[config.mk]
export PLATFORM = sky130hd
export DESIGN_NAME = token_bucket_shaper_unit
export DESIGN_NICKNAME = d
export VERILOG_FILES = /design/src/hdl/tbs_pkg.sv /design/src/hdl/tbs_queue.sv /design/src/hdl/tbs_out_reg.sv /design/src/hdl/token_bucket_shaper_unit.sv
export SDC_FILE = /design/constraint.sdc
export NUM_CORES = 1
export LEC_CHECK = 0
export BUFFER_PORTS_ARGS = -buffer_cell sky130_fd_sc_hd__buf_2
export CAP_MARGIN = 10
export CORE_UTILIZATION = 50
export DETAILED_ROUTE_END_ITERATION = 8
export PLACE_DENSITY = 0.75
export SETUP_SLACK_MARGIN = 0.1
export SLEW_MARGIN = 20
export SYNTH_ARGS = -nofsm -noshare
export SYNTH_HDL_FRONTEND = slang
export SYNTH_SLANG_ARGS = --single-unit
[constraint.sdc]
create_clock -name clk -period 9.6 [get_ports clk]
set_clock_uncertainty 0.2 [all_clocks]
set_input_delay 0 -clock clk [delete_from_list [all_inputs] [get_ports clk]]
set_output_delay 0 -clock clk [all_outputs]
set_load 0.1 [all_outputs]
[src/hdl/tbs_pkg.sv]
// ----------------------------------------------------------------------------
// tbs_pkg
// Shared types and constants of the token bucket shaper: event kinds,
// result codes, controller states and the result record.
// ----------------------------------------------------------------------------
package tbs_pkg;

	localparam int WAIT_QUEUE_DEPTH  = 16;
	localparam int SERVE_QUEUE_DEPTH = 16;

	localparam int NEED_W  = 8;   // tokens_needed / token_level width
	localparam int ID_W    = 16;  // packet sequence number width
	localparam int LEVEL_W = 5;   // queue level fields in a result

	localparam logic [NEED_W-1:0] DEPTH_AT_RESET = 8'd10;

	// input event kind
	typedef enum logic [1:0] {
		FUNC_TICK   = 2'd0,
		FUNC_ARRIVE = 2'd1,
		FUNC_SERVE  = 2'd2,
		FUNC_NONE   = 2'd3
	} func_t;

	// result code
	typedef enum logic [2:0] {
		EVT_TOKEN_ADDED   = 3'd0,
		EVT_TOKEN_DROPPED = 3'd1,
		EVT_TOO_BIG       = 3'd2,
		EVT_QUEUED        = 3'd3,
		EVT_QUEUE_FULL    = 3'd4,
		EVT_MOVED         = 3'd5,
		EVT_SERVICE       = 3'd6,
		EVT_NOTHING       = 3'd7
	} evt_t;

	// controller state
	typedef enum logic [1:0] {
		ST_IDLE,
		ST_READ,
		ST_EXEC,
		ST_MOVE
	} state_t;

	// one result item
	typedef struct packed {
		evt_t               code;
		logic [ID_W-1:0]    id;
		logic [NEED_W-1:0]  level;
		logic [LEVEL_W-1:0] wq_lvl;
		logic [LEVEL_W-1:0] sq_lvl;
		logic               last;
	} result_t;

endpackage

[src/hdl/tbs_queue.sv]
// ----------------------------------------------------------------------------
// tbs_queue
// Circular queue in a synchronous memory. The head entry is read into a
// register every cycle, so head_data shows the head in the cycle after the
// head pointer or the head entry last changed.
// ----------------------------------------------------------------------------
module tbs_queue
	import tbs_pkg::*;
#(
	parameter int DEPTH = 16,
	parameter int WIDTH = 16,
	localparam int AW = $clog2(DEPTH),
	localparam int CW = $clog2(DEPTH + 1)
) (
	input  logic             clk,
	input  logic             arst_n,
	input  logic             push,
	input  logic [WIDTH-1:0] push_data,
	input  logic             pop,
	output logic [WIDTH-1:0] head_data,
	output logic [CW-1:0]    count,
	output logic             full,
	output logic             empty
);

	logic [WIDTH-1:0] mem [DEPTH];
	logic [AW-1:0]    head_q;
	logic [AW-1:0]    tail_q;
	logic [CW-1:0]    count_q;
	logic [WIDTH-1:0] rd_q;

	// pointer wrap for any depth
	function automatic logic [AW-1:0] ptr_inc(input logic [AW-1:0] p);
		logic [AW-1:0] r;
		if (p == AW'(DEPTH - 1)) begin
			r = '0;
		end else begin
			r = p + 1'b1;
		end
		return r;
	endfunction

	// memory write at tail, registered read at head
	always_ff @(posedge clk) begin
		if (push) begin
			mem[tail_q] <= push_data;
		end
		rd_q <= mem[head_q];
	end

	// pointers and fill count
	always_ff @(posedge clk or negedge arst_n) begin
		if (!arst_n) begin
			head_q  <= '0;
			tail_q  <= '0;
			count_q <= '0;
		end else begin
			if (push) begin
				tail_q <= ptr_inc(tail_q);
			end
			if (pop) begin
				head_q <= ptr_inc(head_q);
			end
			if (push && !pop) begin
				count_q <= count_q + 1'b1;
			end else if (pop && !push) begin
				count_q <= count_q - 1'b1;
			end
		end
	end

	assign head_data = rd_q;
	assign count     = count_q;
	assign full      = (count_q == CW'(DEPTH));
	assign empty     = (count_q == '0);

endmodule

[src/hdl/tbs_out_reg.sv]
// ----------------------------------------------------------------------------
// tbs_out_reg
// Output holding register: keeps one result until the master side takes
// it, and takes the next one in the same cycle the current one leaves.
// ----------------------------------------------------------------------------
module tbs_out_reg
	import tbs_pkg::*;
(
	input  logic    clk,
	input  logic    arst_n,
	input  logic    load,
	input  result_t load_data,
	output logic    free,
	output logic    m_tvalid,
	input  logic    m_tready,
	output logic [39:0] m_tdata,  // packet_id, token_level, first_queue_level,
	                              // second_queue_level, zero fill
	output logic [2:0]  m_tuser,  // event_code
	output logic        m_tlast   // last
);

	logic    valid_q;
	result_t res_q;

	assign free = !valid_q || m_tready;

	// valid flag
	always_ff @(posedge clk or negedge arst_n) begin
		if (!arst_n) begin
			valid_q <= 1'b0;
		end else if (free) begin
			valid_q <= load;
		end
	end

	// payload
	always_ff @(posedge clk) begin
		if (free && load) begin
			res_q <= load_data;
		end
	end

	assign m_tvalid = valid_q;
	assign m_tdata  = {6'd0, res_q.sq_lvl, res_q.wq_lvl, res_q.level, res_q.id};
	assign m_tuser  = res_q.code;
	assign m_tlast  = res_q.last;

endmodule

[src/hdl/token_bucket_shaper_unit.sv]
// Flow: an accepted item passes the READ and EXEC states; its first result
//   is loaded from EXEC, a move result from MOVE, each once the output is free.
// Items: a new item is taken only in IDLE, after the last one is done; READ
//   waits out the registered head read of the queue memories.
// Reset: bucket empty, sequence number zero, both queues empty, depth 10;
//   queue memories are not cleared, no clearing pass is needed.
// ----------------------------------------------------------------------------
// token_bucket_shaper_unit
// Event driven token bucket shaper: token ticks fill the bucket, arrivals
// join a wait queue, the wait queue head moves to a serve queue once the
// bucket holds its need and the serve queue has room, serve requests pop the serve queue.
// ----------------------------------------------------------------------------
module token_bucket_shaper_unit
	import tbs_pkg::*;
#(
	parameter int WAIT_DEPTH  = WAIT_QUEUE_DEPTH,
	parameter int SERVE_DEPTH = SERVE_QUEUE_DEPTH
) (
	input  logic        clk,
	input  logic        arst_n,
	// configuration: bucket_depth
	input  logic        cfg_valid,
	output logic        cfg_ready,
	input  logic [7:0]  cfg_data,    // bucket_depth
	// events in
	input  logic        s_tvalid,
	output logic        s_tready,
	input  logic [7:0]  s_tdata,     // tokens_needed
	input  logic [1:0]  s_tuser,     // func
	// results out
	output logic        m_tvalid,
	input  logic        m_tready,
	output logic [39:0] m_tdata,     // packet_id, token_level, first_queue_level,
	                                 // second_queue_level, zero fill
	output logic [2:0]  m_tuser,     // event_code
	output logic        m_tlast      // last
);

	localparam int WCW    = $clog2(WAIT_DEPTH + 1);
	localparam int SCW    = $clog2(SERVE_DEPTH + 1);
	localparam int WENT_W = ID_W + NEED_W;

	state_t state_q, state_nxt;

	logic [NEED_W-1:0] depth_q;
	logic [NEED_W-1:0] tokens_q;
	logic [ID_W-1:0]   seq_q;
	func_t             func_q;
	logic [NEED_W-1:0] need_q;
	logic [NEED_W-1:0] mv_need_q;
	logic [ID_W-1:0]   mv_id_q;

	// queue ports
	logic              wq_push, wq_pop, wq_full, wq_empty;
	logic [WENT_W-1:0] wq_head, wq_wdata;
	logic [WCW-1:0]    wq_count;
	logic              sq_push, sq_pop, sq_full, sq_empty;
	logic [ID_W-1:0]   sq_head, sq_wdata;
	logic [SCW-1:0]    sq_count;

	// output register
	logic    out_free, out_load;
	result_t out_data;

	// first-result evaluation
	result_t           ex_res;
	logic              ex_push, ex_pop, ex_move;
	logic [NEED_W-1:0] ex_tokens;
	logic [ID_W-1:0]   ex_id_new;
	logic [NEED_W-1:0] ex_hd_need;
	logic [ID_W-1:0]   ex_hd_id;
	logic [WCW-1:0]    ex_wcnt;
	logic [SCW-1:0]    ex_scnt;
	logic              exec_fire, move_fire;

	tbs_queue #(.DEPTH(WAIT_DEPTH), .WIDTH(WENT_W)) u_wait_q (
		.clk       (clk),
		.arst_n    (arst_n),
		.push      (wq_push),
		.push_data (wq_wdata),
		.pop       (wq_pop),
		.head_data (wq_head),
		.count     (wq_count),
		.full      (wq_full),
		.empty     (wq_empty)
	);

	tbs_queue #(.DEPTH(SERVE_DEPTH), .WIDTH(ID_W)) u_serve_q (
		.clk       (clk),
		.arst_n    (arst_n),
		.push      (sq_push),
		.push_data (sq_wdata),
		.pop       (sq_pop),
		.head_data (sq_head),
		.count     (sq_count),
		.full      (sq_full),
		.empty     (sq_empty)
	);

	tbs_out_reg u_out (
		.clk       (clk),
		.arst_n    (arst_n),
		.load      (out_load),
		.load_data (out_data),
		.free      (out_free),
		.m_tvalid  (m_tvalid),
		.m_tready  (m_tready),
		.m_tdata   (m_tdata),
		.m_tuser   (m_tuser),
		.m_tlast   (m_tlast)
	);

	assign cfg_ready = 1'b1;

	// evaluate the event: first result, queue updates, whether a move follows
	always_comb begin
		ex_push   = 1'b0;
		ex_pop    = 1'b0;
		ex_tokens = tokens_q;
		ex_id_new = seq_q + 1'b1;
		ex_res    = '0;
		unique case (func_q)
			FUNC_TICK: begin
				if (tokens_q < depth_q) begin
					ex_tokens   = tokens_q + 1'b1;
					ex_res.code = EVT_TOKEN_ADDED;
				end else begin
					ex_res.code = EVT_TOKEN_DROPPED;
				end
			end
			FUNC_ARRIVE: begin
				ex_res.id = ex_id_new;
				if (need_q > depth_q) begin
					ex_res.code = EVT_TOO_BIG;
				end else if (wq_full) begin
					ex_res.code = EVT_QUEUE_FULL;
				end else begin
					ex_res.code = EVT_QUEUED;
					ex_push     = 1'b1;
				end
			end
			FUNC_SERVE: begin
				if (!sq_empty) begin
					ex_res.code = EVT_SERVICE;
					ex_res.id   = sq_head;
					ex_pop      = 1'b1;
				end else begin
					ex_res.code = EVT_NOTHING;
				end
			end
			default: begin
				ex_res.code = EVT_NOTHING;
			end
		endcase
		ex_wcnt = wq_count + WCW'(ex_push);
		ex_scnt = sq_count - SCW'(ex_pop);
		// an empty wait queue gets the new packet as its head
		if (wq_empty) begin
			ex_hd_need = need_q;
			ex_hd_id   = ex_id_new;
		end else begin
			ex_hd_need = wq_head[NEED_W-1:0];
			ex_hd_id   = wq_head[WENT_W-1:NEED_W];
		end
		ex_move = (func_q == FUNC_TICK || func_q == FUNC_ARRIVE) && (ex_wcnt != '0)
			&& !sq_full && (ex_hd_need <= ex_tokens);
		ex_res.level  = ex_tokens;
		ex_res.wq_lvl = LEVEL_W'(ex_wcnt);
		ex_res.sq_lvl = LEVEL_W'(ex_scnt);
		ex_res.last   = !ex_move;
	end

	// next state
	always_comb begin
		state_nxt = state_q;
		unique case (state_q)
			ST_IDLE: begin
				if (s_tvalid) begin
					state_nxt = ST_READ;
				end
			end
			ST_READ: begin
				state_nxt = ST_EXEC;
			end
			ST_EXEC: begin
				if (func_q == FUNC_NONE) begin
					state_nxt = ST_IDLE;
				end else if (out_free) begin
					state_nxt = ex_move ? ST_MOVE : ST_IDLE;
				end
			end
			ST_MOVE: begin
				if (out_free) begin
					state_nxt = ST_IDLE;
				end
			end
			default: begin
				state_nxt = ST_IDLE;
			end
		endcase
	end

	// state outputs
	always_comb begin
		s_tready  = 1'b0;
		exec_fire = 1'b0;
		move_fire = 1'b0;
		out_load  = 1'b0;
		out_data  = ex_res;
		unique case (state_q)
			ST_IDLE: begin
				s_tready = 1'b1;
			end
			ST_READ: begin
			end
			ST_EXEC: begin
				exec_fire = out_free && (func_q != FUNC_NONE);
				out_load  = exec_fire;
			end
			ST_MOVE: begin
				move_fire       = out_free;
				out_load        = move_fire;
				out_data.code   = EVT_MOVED;
				out_data.id     = mv_id_q;
				out_data.level  = tokens_q - mv_need_q;
				out_data.wq_lvl = LEVEL_W'(wq_count - 1'b1);
				out_data.sq_lvl = LEVEL_W'(sq_count + 1'b1);
				out_data.last   = 1'b1;
			end
			default: begin
			end
		endcase
	end

	// queue controls
	assign wq_push  = exec_fire && ex_push;
	assign wq_wdata = {ex_id_new, need_q};
	assign wq_pop   = move_fire;
	assign sq_push  = move_fire;
	assign sq_wdata = mv_id_q;
	assign sq_pop   = exec_fire && ex_pop;

	// control and bucket state
	always_ff @(posedge clk or negedge arst_n) begin
		if (!arst_n) begin
			state_q  <= ST_IDLE;
			depth_q  <= DEPTH_AT_RESET;
			tokens_q <= '0;
			seq_q    <= '0;
		end else begin
			state_q <= state_nxt;
			if (cfg_valid) begin
				depth_q <= cfg_data;
			end
			if (exec_fire) begin
				tokens_q <= ex_tokens;
				if (func_q == FUNC_ARRIVE) begin
					seq_q <= ex_id_new;
				end
			end else if (move_fire) begin
				tokens_q <= tokens_q - mv_need_q;
			end
		end
	end

	// item and pending-move payload
	always_ff @(posedge clk) begin
		if (s_tvalid && s_tready) begin
			func_q <= func_t'(s_tuser);
			need_q <= s_tdata;
		end
		if (exec_fire) begin
			mv_need_q <= ex_hd_need;
			mv_id_q   <= ex_hd_id;
		end
	end

	// a move never takes more tokens than the bucket holds
	a_move_tokens: assert property (@(posedge clk) disable iff (!arst_n)
		(state_q == ST_MOVE) |-> (mv_need_q <= tokens_q))
		else $error("move needs more tokens than held");

	// a move result only follows a first result that was not marked last
	a_move_entry: assert property (@(posedge clk) disable iff (!arst_n)
		(state_q == ST_MOVE && $past(state_q) != ST_MOVE)
			|-> ($past(state_q) == ST_EXEC && $past(exec_fire) && !$past(ex_res.last)))
		else $error("move state entered without pending move");

	// queue memories are never pushed full or popped empty
	a_wait_push: assert property (@(posedge clk) disable iff (!arst_n)
		wq_push |-> !wq_full)
		else $error("wait queue overflow");

	a_serve_pop: assert property (@(posedge clk) disable iff (!arst_n)
		(sq_pop || wq_pop) |-> (!sq_empty || !sq_pop) && (!wq_empty || !wq_pop))
		else $error("queue underflow");

endmodule

==> impl_metrics.py <==
metrics = {
    "sta": {
        "post-route-period-util_pct": 50.2,
        "rsz0062_at_grt": "no",
        "slew_viol_final": 0,
        "worst_pin_slew_ns": 1.17,
        "setup_ws_ns": 4.78,
        "holdWs_ns": 0.0826,
        "setup_viol": 0,
        "fmax_ghz": 0.207,
        "fin_tns_setup_ns": 0,
        "relSlewSlack_pct": 21.9,
        "period_minus_slack_ns": 4.82,
        "hold_viol_final": 0,
    },
    "placed_design": {
        "dp.cells": 2652,
        "dpl-instance-area_um2": 33900,
        "globalplace.congestion": 0.862,
        "dp_slack_ns": 5.50,
        "dpl.hpwl_um": 42700,
        "io_buffers": 62,
    },
    "pwr": {
        "powerDensity_nw_per_um2": 292,
        "peakVddDrop_uv": 231,
        "leakagePower_nw": 12.4,
        "p_total_mw": 10.8,
    },
    "yosys": {
        "syn_inst": 1800,
        "async_flop_share_pct": 7.50,
        "synthTopCellsByArea": "edfxtp_1, mux4_2, dfrtp_1, dfxtp_1, ha_1",
        "synth_area_um2": 32700,
        "synth_seq_area_share_pct": 72.5,
        "synth-edff-count": 712,
        "yosys_register_bits": 813,
        "avgSynthCellArea_um2": 18.2,
        "yosysUniqueCellTypes": 67,
        "yosysTopAreaCell": "edfxtp_1",
        "ys.flop_type": "edfxtp_1",
        "ys_warn_count": 0,
        "yosysTopAreaCellShare_pct": 65.4,
    },
    "cells_and_area": {
        "layout_commonest_cell": "edfxtp_1",
        "diodes": 0,
        "drive_above_1_share_pct": 20.9,
        "design_area_um2": 36800,
        "nNetsFinal": 2012,
        "stdcell_count": 2846,
        "syn_to_final_growth_pct": 12.5,
        "fin_util_pct": 57.0,
        "mostFrequentLayoutCells": "edfxtp_1, mux4_2, nand2_1",
    },
    "clock_tree": {
        "postCtsSetupRepairBufs": 0,
        "cts.hold.buffers_added": 56,
        "cts.repair.resized": 0,
        "clkTransAtPathRegs_ns": 0.06,
        "clk_latency_ns": 0.61,
        "cts_tree": "done",
        "clockRootBuffer": "clkbuf_16",
        "cts_buffers": 77,
        "cts_buffer_depth": 3,
        "clock_sinks": 813,
        "h-tree-depth": 3,
    },
    "critical_path": {
        "startpoint": "need_q[1]",
        "r2r_cells": 15,
        "end_kind": "register",
        "r2r_start": "need_q[1]",
        "start_kind": "register",
        "required_ns": 9.95,
        "critPathMaxStageDelay_ns": 0.73,
        "path_cells": "ha_1, nor2b_1, o211ai_1, a211oi_1, nor3b_1, and2_1, ha_1, ha_1, nor3_1, a31oi_1, nor4_1, nor4b_1, nand3_1, a31oi_1, dlygate4sd3_1",
        "crit_type": "register to register",
        "rr_endpoint": "state_q[0]",
        "endpoint": "state_q[0]",
        "arrival_ns": 5.17,
        "cp_slowest_cell": "edfxtp_1",
        "crit_fanout": 18,
        "crit_path_frequent_cell": "ha_1",
        "regToRegSetupSlack_ns": 4.78,
    },
    "floorplanning": {
        "die_w_um": 258,
        "core_um2": 64600,
        "die_y_um": 258,
        "ios": 70,
        "design.die.area_um2": 66400,
        "start_util_pct": 50.6,
        "fp-row-count": 93,
    },
    "outcome": {
        "status": "complete, no violations",
    },
    "global_routing": {
        "grt_pass1_wl_um": 110000,
        "grt_usage_pct": 22.4,
        "grt_max_degree": 62,
        "grt.overflow.total": 0,
        "grt_pass1_vias": 17424,
        "antenna_found_initial": 1,
    },
    "routing": {
        "drtIter0Drc": 1955,
        "vias_per_cell": 6.08,
        "drtPass1Iterations": 8,
        "wl_um": 73300,
        "drc": 0,
        "vias": 17304,
        "ant_nets": 0,
        "routedWlPerCell_um": 25.7,
    },
    "hold_path": {
        "hold_path.class": "input pin to register",
    },
    "job": {
        "max-cap-violations": 0,
    },
}
## critical path: cells and delay by family, from the launching register on
| kind | cells | cell delay [ns] |
|---|---|---|
| AOI/OAI and AO/OA | 4 | 0.73 |
| adders and majority gates | 3 | 0.77 |
| buffers and inverters | 1 | 0.57 |
| DFF | 1 | 0.73 |
| and+or+nand+nor | 7 | 1.74 |
## cells in the mapped netlist, types with 25 or more instances
| library cell | n |
|---|---|
| dfrtp_1 | 59 |
| nand2_1 | 86 |
| buf_2 | 35 |
| edfxtp_1 | 712 |
| mux2i_1 | 59 |
| and2_1 | 25 |
| a21oi_1 | 56 |
| a22oi_1 | 32 |
| clkbuf_1 | 37 |
| mux4_2 | 152 |
| xor2_1 | 32 |
| ha_1 | 56 |
| xnor2_1 | 33 |
| nand3_1 | 25 |
| o21ai_0 | 81 |
| mux2_2 | 31 |
| dfxtp_1 | 40 |
| inv_1 | 45 |
| nor2_1 | 47 |
## cells by family (layout without fill, tap and decap cells)
logic type,count (synthesis),count (layout),share of synthesized area (%)
xor gates and xnor gates,65,65,1.74
muxes,243,243,13.4
DFF,813,813,72.5
AOI/OAI and AO/OA,225,225,4.21
buffers and inverters,140,326,1.97
and+or+nand+nor,255,255,3.96
other,2,7,0.0230
adders and majority gates,57,57,2.20
## report_power, final
part	leakage, nW	switching [mW]	internal (mW)
clock	1.14	1.27	1.57
combinational	3.74	1.89	1.11
sequential	7.49	0.499	4.41
total	12.4	3.66	7.10
## metal layers
layer,vias up,wire (um),global-route usage [%],part of all wire [%]
met5,-,13,0,0.018
met1,8966,29600,31.2,40
met4,2,2170,7.45,3.0
met3,155,5280,3.68,7.2
met2,799,36200,36.2,49
li1,7382,-,-,-
## sequential cells by signal (all words and copies together) (netlist names), 8 cells and up
register,flops
depth_q,8
mv_id_q,16
mv_need_q,8
need_q,8
seq_q,16
tokens_q,8
u_out.m_tdata,34
u_serve_q.head_data,16
u_serve_q.mem,256
u_wait_q.head_data,24
u_wait_q.mem,384
## worst min-delay path by stage
stage	startpoint	end	slack [ns]	cells after the start
2_1_floorplan	arst_n	depth_q[0]	-0.50	0
3_3_place_gp	s_tdata[5]	need_q[5]	-0.02	1
3_5_place_dp	s_tuser[0]	func_q[0]	-0.02	1
4_1_cts	cfg_valid	depth_q[1]	0.03	3
5_1_grt	m_tready	u_out.m_tvalid	0.10	4
6_report	m_tready	u_out.m_tvalid	0.08	4
## layout make-up
class	count	area (um2)
clock buffer	98	2090
clock inverter	40	229
fill	4671	27800
inverter	48	180
multi-input combinational	852	8460
sequential	813	23700
tap	855	1070
timing repair buffer	140	1040
No activity file was read; power rests on OpenSTA's default activity.
